==> src/slip_pkg.sv <==
// Shared types and constants for the SLIP frame decoder.
// Used by slip_byte_decoder and slip_frame_decoder; depends on nothing else.
package slip_pkg;

    // Largest frame the decoder will keep, in decoded bytes.
    localparam int MAX_FRAME_BYTES = 128;

    // The effective length limit never exceeds what an 8-bit count can hold.
    localparam int LIMIT_CAP_INT = (MAX_FRAME_BYTES > 255) ? 255 : MAX_FRAME_BYTES;
    localparam logic [7:0] LIMIT_CAP = 8'(LIMIT_CAP_INT);

    localparam int CFG_ADDR_W = 8;
    localparam int CFG_DATA_W = 8;

    // SLIP special codes.
    localparam logic [7:0] CODE_END     = 8'hC0;
    localparam logic [7:0] CODE_ESC     = 8'hDB;
    localparam logic [7:0] CODE_ESC_END = 8'hDC;
    localparam logic [7:0] CODE_ESC_ESC = 8'hDD;

    // Configuration register indexes.
    localparam logic [CFG_ADDR_W-1:0] REG_MIN_FRAME_LEN = CFG_ADDR_W'(0);
    localparam logic [CFG_ADDR_W-1:0] REG_MAX_FRAME_LEN = CFG_ADDR_W'(1);

    // Reset values of the configuration registers.
    localparam logic [7:0] MIN_FRAME_LEN_RST = 8'd4;
    localparam logic [7:0] MAX_FRAME_LEN_RST = 8'd128;

    typedef enum logic [1:0] {
        STATUS_GOOD     = 2'd0,
        STATUS_SHORT    = 2'd1,
        STATUS_OVERFLOW = 2'd2
    } frame_status_t;

    typedef struct packed {
        logic [7:0]    data;
        logic [7:0]    position;
        logic          frame_end;
        frame_status_t status;
    } slip_result_t;

    typedef struct packed {
        logic [7:0] min_frame_len;
        logic [7:0] max_frame_len;
    } slip_cfg_t;

endpackage

==> src/slip_frame_decoder.sv <==
// Top level of the SLIP frame decoder: stream ports, configuration registers,
// input and result registers. Depends on slip_pkg and slip_byte_decoder.

// SLIP receive decoder. Raw line bytes arrive one per transaction on the s_axis
// port; every decoded data byte leaves on m_axis with its 0-based position in
// the frame, and every END byte leaves an end-of-frame transaction (tlast high)
// that carries the frame length in the position field and a status in tuser:
// good, short (fewer bytes than min_frame_len) or overflow (bytes past the
// limit were dropped; overflow wins over short). The length limit is the
// lower of max_frame_len and MAX_FRAME_BYTES. ESC bytes, and data bytes dropped
// by overflow, produce no output transaction. The block sustains one byte per
// clock while m_axis is not stalled: each byte passes through an input register
// and then the combinational decode logic into the result register, which
// presents the result on m_axis until it is taken. Back-pressure from
// m_axis_tready reaches s_axis_tready in the same cycle. Configuration writes
// take effect at once and should only be made while no byte is in flight.
module slip_frame_decoder (
    input  logic                             aclk,
    input  logic                             aresetn,
    // Input stream: tdata[7:0] in_byte.
    input  logic                             s_axis_tvalid,
    output logic                             s_axis_tready,
    input  logic [7:0]                       s_axis_tdata,
    // Result stream: tdata[7:0] out_byte, tdata[15:8] out_position.
    output logic                             m_axis_tvalid,
    input  logic                             m_axis_tready,
    output logic [15:0]                      m_axis_tdata,
    output logic                             m_axis_tlast,
    // tuser[1:0] frame_status.
    output logic [1:0]                       m_axis_tuser,
    // Configuration write port.
    input  logic                             cfg_we,
    input  logic [slip_pkg::CFG_ADDR_W-1:0]  cfg_addr,
    input  logic [slip_pkg::CFG_DATA_W-1:0]  cfg_wdata
);
    import slip_pkg::*;

    slip_cfg_t    cfg_reg;
    logic         in_valid_reg;
    logic [7:0]   in_byte_reg;
    logic         out_valid_reg;
    slip_result_t out_reg;

    logic         res_valid;
    slip_result_t res;
    logic         out_free;
    logic         step;

    // The result register can take a new value when it is empty or being read.
    assign out_free = !out_valid_reg || m_axis_tready;
    // A held byte moves on when it yields nothing or the result register is free.
    assign step     = in_valid_reg && (!res_valid || out_free);
    assign s_axis_tready = !in_valid_reg || step;

    slip_byte_decoder u_dec (
        .aclk      (aclk),
        .aresetn   (aresetn),
        .step      (step),
        .in_byte   (in_byte_reg),
        .cfg       (cfg_reg),
        .res_valid (res_valid),
        .res       (res)
    );

    // Configuration registers; writes to unknown indexes are ignored.
    always_ff @(posedge aclk) begin
        if (!aresetn) begin
            cfg_reg.min_frame_len <= MIN_FRAME_LEN_RST;
            cfg_reg.max_frame_len <= MAX_FRAME_LEN_RST;
        end else if (cfg_we) begin
            if (cfg_addr == REG_MIN_FRAME_LEN) begin
                cfg_reg.min_frame_len <= cfg_wdata;
            end else if (cfg_addr == REG_MAX_FRAME_LEN) begin
                cfg_reg.max_frame_len <= cfg_wdata;
            end
        end
    end

    // Input register.
    always_ff @(posedge aclk) begin
        if (!aresetn) begin
            in_valid_reg <= 1'b0;
        end else if (s_axis_tready) begin
            in_valid_reg <= s_axis_tvalid;
        end
    end

    always_ff @(posedge aclk) begin
        if (s_axis_tvalid && s_axis_tready) begin
            in_byte_reg <= s_axis_tdata;
        end
    end

    // Result register.
    always_ff @(posedge aclk) begin
        if (!aresetn) begin
            out_valid_reg <= 1'b0;
        end else if (out_free) begin
            out_valid_reg <= step && res_valid;
        end
    end

    always_ff @(posedge aclk) begin
        if (out_free && step && res_valid) begin
            out_reg <= res;
        end
    end

    assign m_axis_tvalid = out_valid_reg;
    assign m_axis_tdata  = {out_reg.position, out_reg.data};
    assign m_axis_tlast  = out_reg.frame_end;
    assign m_axis_tuser  = out_reg.status;

    // A data result never carries a status.
    a_data_status_zero: assert property (@(posedge aclk) disable iff (!aresetn)
        (m_axis_tvalid && !m_axis_tlast) |-> (m_axis_tuser == STATUS_GOOD))
        else $error("data result with non-zero status");

    // A data byte's position always lies below the hard length cap.
    a_position_cap: assert property (@(posedge aclk) disable iff (!aresetn)
        (m_axis_tvalid && !m_axis_tlast) |-> (m_axis_tdata[15:8] < LIMIT_CAP))
        else $error("data position beyond frame cap");

    // A held byte that cannot move stays in the input register.
    a_hold_input: assert property (@(posedge aclk) disable iff (!aresetn)
        (in_valid_reg && !step) |=> (in_valid_reg && $stable(in_byte_reg)))
        else $error("stalled input byte lost");

    // The result register only fills from a decoded result.
    a_out_source: assert property (@(posedge aclk) disable iff (!aresetn)
        (!out_valid_reg && !(step && res_valid)) |=> !out_valid_reg)
        else $error("result appeared without a decoded byte");

endmodule

==> src/slip_byte_decoder.sv <==
// Per-byte SLIP decode logic and the frame state (escape flag, count, overflow).
// Depends on slip_pkg.
module slip_byte_decoder (
    input  logic                  aclk,
    input  logic                  aresetn,
    input  logic                  step,
    input  logic [7:0]            in_byte,
    input  slip_pkg::slip_cfg_t   cfg,
    output logic                  res_valid,
    output slip_pkg::slip_result_t res
);
    import slip_pkg::*;

    logic       escape_pending_reg, escape_pending_next;
    logic [7:0] byte_count_reg, byte_count_next;
    logic       overflowed_reg, overflowed_next;
    logic [7:0] limit;
    logic [7:0] decoded;

    assign limit = (cfg.max_frame_len < LIMIT_CAP) ? cfg.max_frame_len : LIMIT_CAP;

    always_comb begin
        escape_pending_next = escape_pending_reg;
        byte_count_next     = byte_count_reg;
        overflowed_next     = overflowed_reg;
        res_valid           = 1'b0;
        res                 = '{data: 8'd0, position: byte_count_reg,
                                frame_end: 1'b0, status: STATUS_GOOD};
        decoded             = in_byte;

        if (in_byte == CODE_END) begin
            res_valid     = 1'b1;
            res.frame_end = 1'b1;
            if (overflowed_reg) begin
                res.status = STATUS_OVERFLOW;
            end else if (byte_count_reg < cfg.min_frame_len) begin
                res.status = STATUS_SHORT;
            end
            byte_count_next     = 8'd0;
            overflowed_next     = 1'b0;
            escape_pending_next = 1'b0;
        end else if (in_byte == CODE_ESC) begin
            escape_pending_next = 1'b1;
        end else begin
            // Escaped codes are translated only straight after an ESC.
            if (escape_pending_reg) begin
                if (in_byte == CODE_ESC_END) begin
                    decoded = CODE_END;
                end else if (in_byte == CODE_ESC_ESC) begin
                    decoded = CODE_ESC;
                end
                escape_pending_next = 1'b0;
            end
            if (byte_count_reg >= limit) begin
                overflowed_next = 1'b1;
            end else begin
                res_valid       = 1'b1;
                res.data        = decoded;
                byte_count_next = byte_count_reg + 8'd1;
            end
        end
    end

    always_ff @(posedge aclk) begin
        if (!aresetn) begin
            escape_pending_reg <= 1'b0;
            byte_count_reg     <= 8'd0;
            overflowed_reg     <= 1'b0;
        end else if (step) begin
            escape_pending_reg <= escape_pending_next;
            byte_count_reg     <= byte_count_next;
            overflowed_reg     <= overflowed_next;
        end
    end

endmodule

==> config.mk <==
export PLATFORM = sky130hd
export DESIGN_NAME = slip_frame_decoder
export DESIGN_NICKNAME = d
export VERILOG_FILES = /design/src/slip_pkg.sv /design/src/slip_frame_decoder.sv /design/src/slip_byte_decoder.sv
export SDC_FILE = /design/constraint.sdc
export NUM_CORES = 1
export LEC_CHECK = 0
export ABC_AREA = 1
export BUFFER_PORTS_ARGS = -buffer_cell sky130_fd_sc_hd__clkbuf_2
export CORE_MARGIN = 2
export CORE_UTILIZATION = 55
export CTS_BUF_LIST = sky130_fd_sc_hd__clkbuf_2 sky130_fd_sc_hd__clkbuf_4 sky130_fd_sc_hd__clkbuf_8
export DETAILED_ROUTE_END_ITERATION = 16
export GPL_TIMING_DRIVEN = 0
export HOLD_SLACK_MARGIN = 0.06
export PLACE_DENSITY_LB_ADDON = 0.1
export SLEW_MARGIN = 10
export SYNTH_ARGS = -nofsm -noshare
export SYNTH_HDL_FRONTEND = slang
export SYNTH_HIERARCHICAL = 1
export SYNTH_SLANG_ARGS = --single-unit
==> constraint.sdc <==
create_clock -name aclk -period 3.8 [get_ports aclk]
set_clock_uncertainty 0.2 [all_clocks]
set_input_delay 0.57 -clock aclk [delete_from_list [all_inputs] [get_ports aclk]]
set_output_delay 0.57 -clock aclk [all_outputs]
set_load 0.01 [all_outputs]
==> results.md <==
* Status: finished, final reports clean
* First-pass GRT wire length at between 8000 and 9000 um
* CTS tree: yes
* Setup CP Type: reg -> out
* Post-synthesis xor/xnor area fraction at 0%
* Post-layout util at between 60% and 70%
* Yosys reg bits at between 50 and 60
* WP data arrival at roughly 2.3 ns
* CTS Hold Bufs at 0
* Die Wd at around 76 um
* Antenna Cells at 0
* Mux share of post-synthesis cell area at 0%
* Synth top area share at 28.7%
* # nets final at approximately 440
* Average routed wire per standard cell at about 11 um
* WL final at 5130 um
* # fillers at approximately 440
* Slowest-stage cell, CP: dfxtp_1
* FFs w/ async S/R, synth at 0%
* Via Count at between 2000 and 2500
* Most frequent cell after synthesis: nand2_1
* P_int at 0.000913 W
* GRT overflow at 0
* Post-route setup TNS at 0 ns
* Largest net degree at the start of global routing at 20
* Post-synth top cells: nand2_1, inv_1, nor2_1, nand3_1, a21oi_1
* Routability cong. at about 0.84
* Post-Syn Area at approximately 2800 um^2
* Compound-Gate Fraction of Synth Area at 7.59%
* Hold WC Path Type: in -> reg
* CP Max Fanout at 12
* FF/Latch Area at roughly 1400 um^2
* Final hold vios at 0
* Number of CTS-inserted buffers at 5
* Critical-path cell list: inv_1 > nand2_1 > ha_1 > a21oi_1 > nor2_1 > nor2_1 > nand3_2 > nand2_4 > buf_8 > nand4_1 > clkbuf_2
* Element type at the critical path end: output port
* Fmax at roughly 320 MHz
* Seq/Total Area, Yosys at between 40% and 50%
* Clock Tree Root: clkbuf_8
* Synthesized-area fraction occupied by and/or/nand/nor cells at a little over a quarter
* Period utilization at between 80% and 90%
* Top cell type by total area after synthesis: edfxtp_1
* Final setup viols at 0
* Core Region at between 5000 and 6000 um^2
* Final HPWL DP at 3980 um
* Clock share of power at between 30% and 40%
* PwrDens at approximately 370 nW/um^2
* Sw power at 0.000302 W
* Clock Latency Late Sink at between 0.3 and 0.4 ns
* Antenna-violating nets left at 0
* Setup bufs post-CTS at 0
* Drt drc at 0
* Syn Area/Cell at around 8.4 um^2
* Combinational cell fraction of total power at 12.8%
* Syn Inst Count at about 340
* Synth warn at 6
* Net Count, Synth at between 300 and 400
* Layout area overhead at 15.7%
* IO Count at 50
* Clk slew on worst S/H paths at about 0.10 ns
* Post-synth EDFFs at 27
* Largest family of logic cells by synthesized area: simple AND/OR/NAND/NOR gates
* Vias in the first global route at 1919
* Slowest stage delay, CP at around 0.33 ns
* Worst Path Required at roughly 3.0 ns
* Rel. slew slack at between 50% and 60%
* Yosys cell types at 31
* Seq pwr share at between 50% and 60%
* Port buffer count at 48
* Post-Synth Adder-Cell Area at around 7%
* Maxcap violations at 0
* Leakage power at between 1.5 and 2 nW
* GRT Total Usage at between 10% and 20%
* Unrepaired setup endpoints after global routing: no
* Critical Path Source Type: flop
* Post-CTS Resized at 0
* Initial Utilization at approximately 56%
* Die area at 5720 um^2
* Drt first pass iters at 4
* Least-Margin Pin Slew at about 0.69 ns
* Footprint of the multi-input gates at 1180 um^2
* Min Tclk post-route at about 3.1 ns
* Die height at 75.6 um
* Row cnt at 26
* Sw Share at 24.9%
* Share of cells above drive strength 1 at about a fifth
* H-tree Lvls at 2
* Worst path most repeated cell: nor2_1
* Max VDD drop at between 200 and 250 uV
* Max Transition Viols Final at 0
* Ys flop type: dfxtp_1
* Vias per cell at ~4.9
* Initial antenna violation count at 0
* Max Root-Sink Buffers at 2
* Synth top area cells: edfxtp_1, dfxtp_1, nand2_1
* Clock sink total at 55
* Initial DRC Count at about 120
[placed cells by master (no fill, tap or decap), types with 2 or more instances in the layout]
cell type	n
nand3_2	4
inv_1	44
nand4_1	2
nand3_1	35
edfxtp_1	27
nor3_1	2
nand2_2	2
ha_1	16
buf_2	4
dfxtp_1	28
buf_6	3
inv_6	2
a21oi_1	31
nor2_8	2
clkbuf_8	5
nand2_1	70
clkbuf_2	48
inv_2	2
o21ai_0	6
nor2_1	44
[path summary, 6_finish.rpt]
| check | endpoint | from | cells past startpoint | slack (ns) |
|---|---|---|---|---|
| max | s_axis_tready | cfg_reg[7] | 11 | 0.71 |
| min | in_byte_reg[3] | s_axis_tdata[3] | 1 | 0.23 |
| max reg2reg | m_axis_tdata[8] | cfg_reg[7] | 16 | 0.87 |
| min reg2reg | cfg_reg[10] | cfg_reg[10] | 2 | 0.28 |
[critical path, delay by kind of cell (launching register included)]
kind,cells,cell delay [ns]
adder cells (fa/ha/maj),1,0.29
AND/OR/NAND/NOR,6,0.76
AO/OA/AOI/OAI,1,0.15
buffers and inverters,3,0.48
flip-flops,1,0.33
[logic make-up after synthesis]
kind of cell | after synthesis
and+or+nand+nor | 166
buffers and inverters | 58
DFF | 55
AOI/OAI and AO/OA | 41
adders and majority gates | 16
[stage by stage]
stage | instance area, um^2 | power [W] | hold slack [ns] | setup WS, ns | instances
after floorplan | 2820 | 0.000789 | 0.228 | 1.22 | 336
after global placement | 3150 | 0.000838 | 0.259 | 0.861 | 454
after detailed placement | 3150 | 0.000842 | 0.250 | 0.868 | 454
after CTS | 3260 | 0.00123 | 0.219 | 0.693 | 462
after global routing | 3260 | 0.00128 | 0.219 | 0.531 | 462
final | 3260 | 0.00122 | 0.230 | 0.705 | 462
[layout make-up]
cell class                 count  share of cell area [%]
clock buffer                   5                    2.11
buffer                        11                    2.68
multi-input combinational    223                    36.2
sequential                    55                    42.0
timing repair buffer          48                    7.36
clock inverter                 3                    1.42
inverter                      47                    5.56
tap                           70                    2.68
[power groups by stage]
stage / registers [W] / logic [W] / clock network (W)
floorplan: 0.000688 / 0.000101 / 0
global placement: 0.000686 / 0.000152 / 0
detailed placement: 0.000687 / 0.000155 / 0
global route: 0.000678 / 0.000179 / 0.000422
finish: 0.000673 / 0.000155 / 0.000387
CTS: 0.000674 / 0.000156 / 0.000397
[layer usage]
metal,track usage [%],up-vias,routed length (um)
met5,0,-,0
met4,6.04,0,36
li1,-,1203,-
met3,4.10,4,186
met2,32.9,47,2480
met1,25.6,987,2430
(Power assumes the default switching activity.)
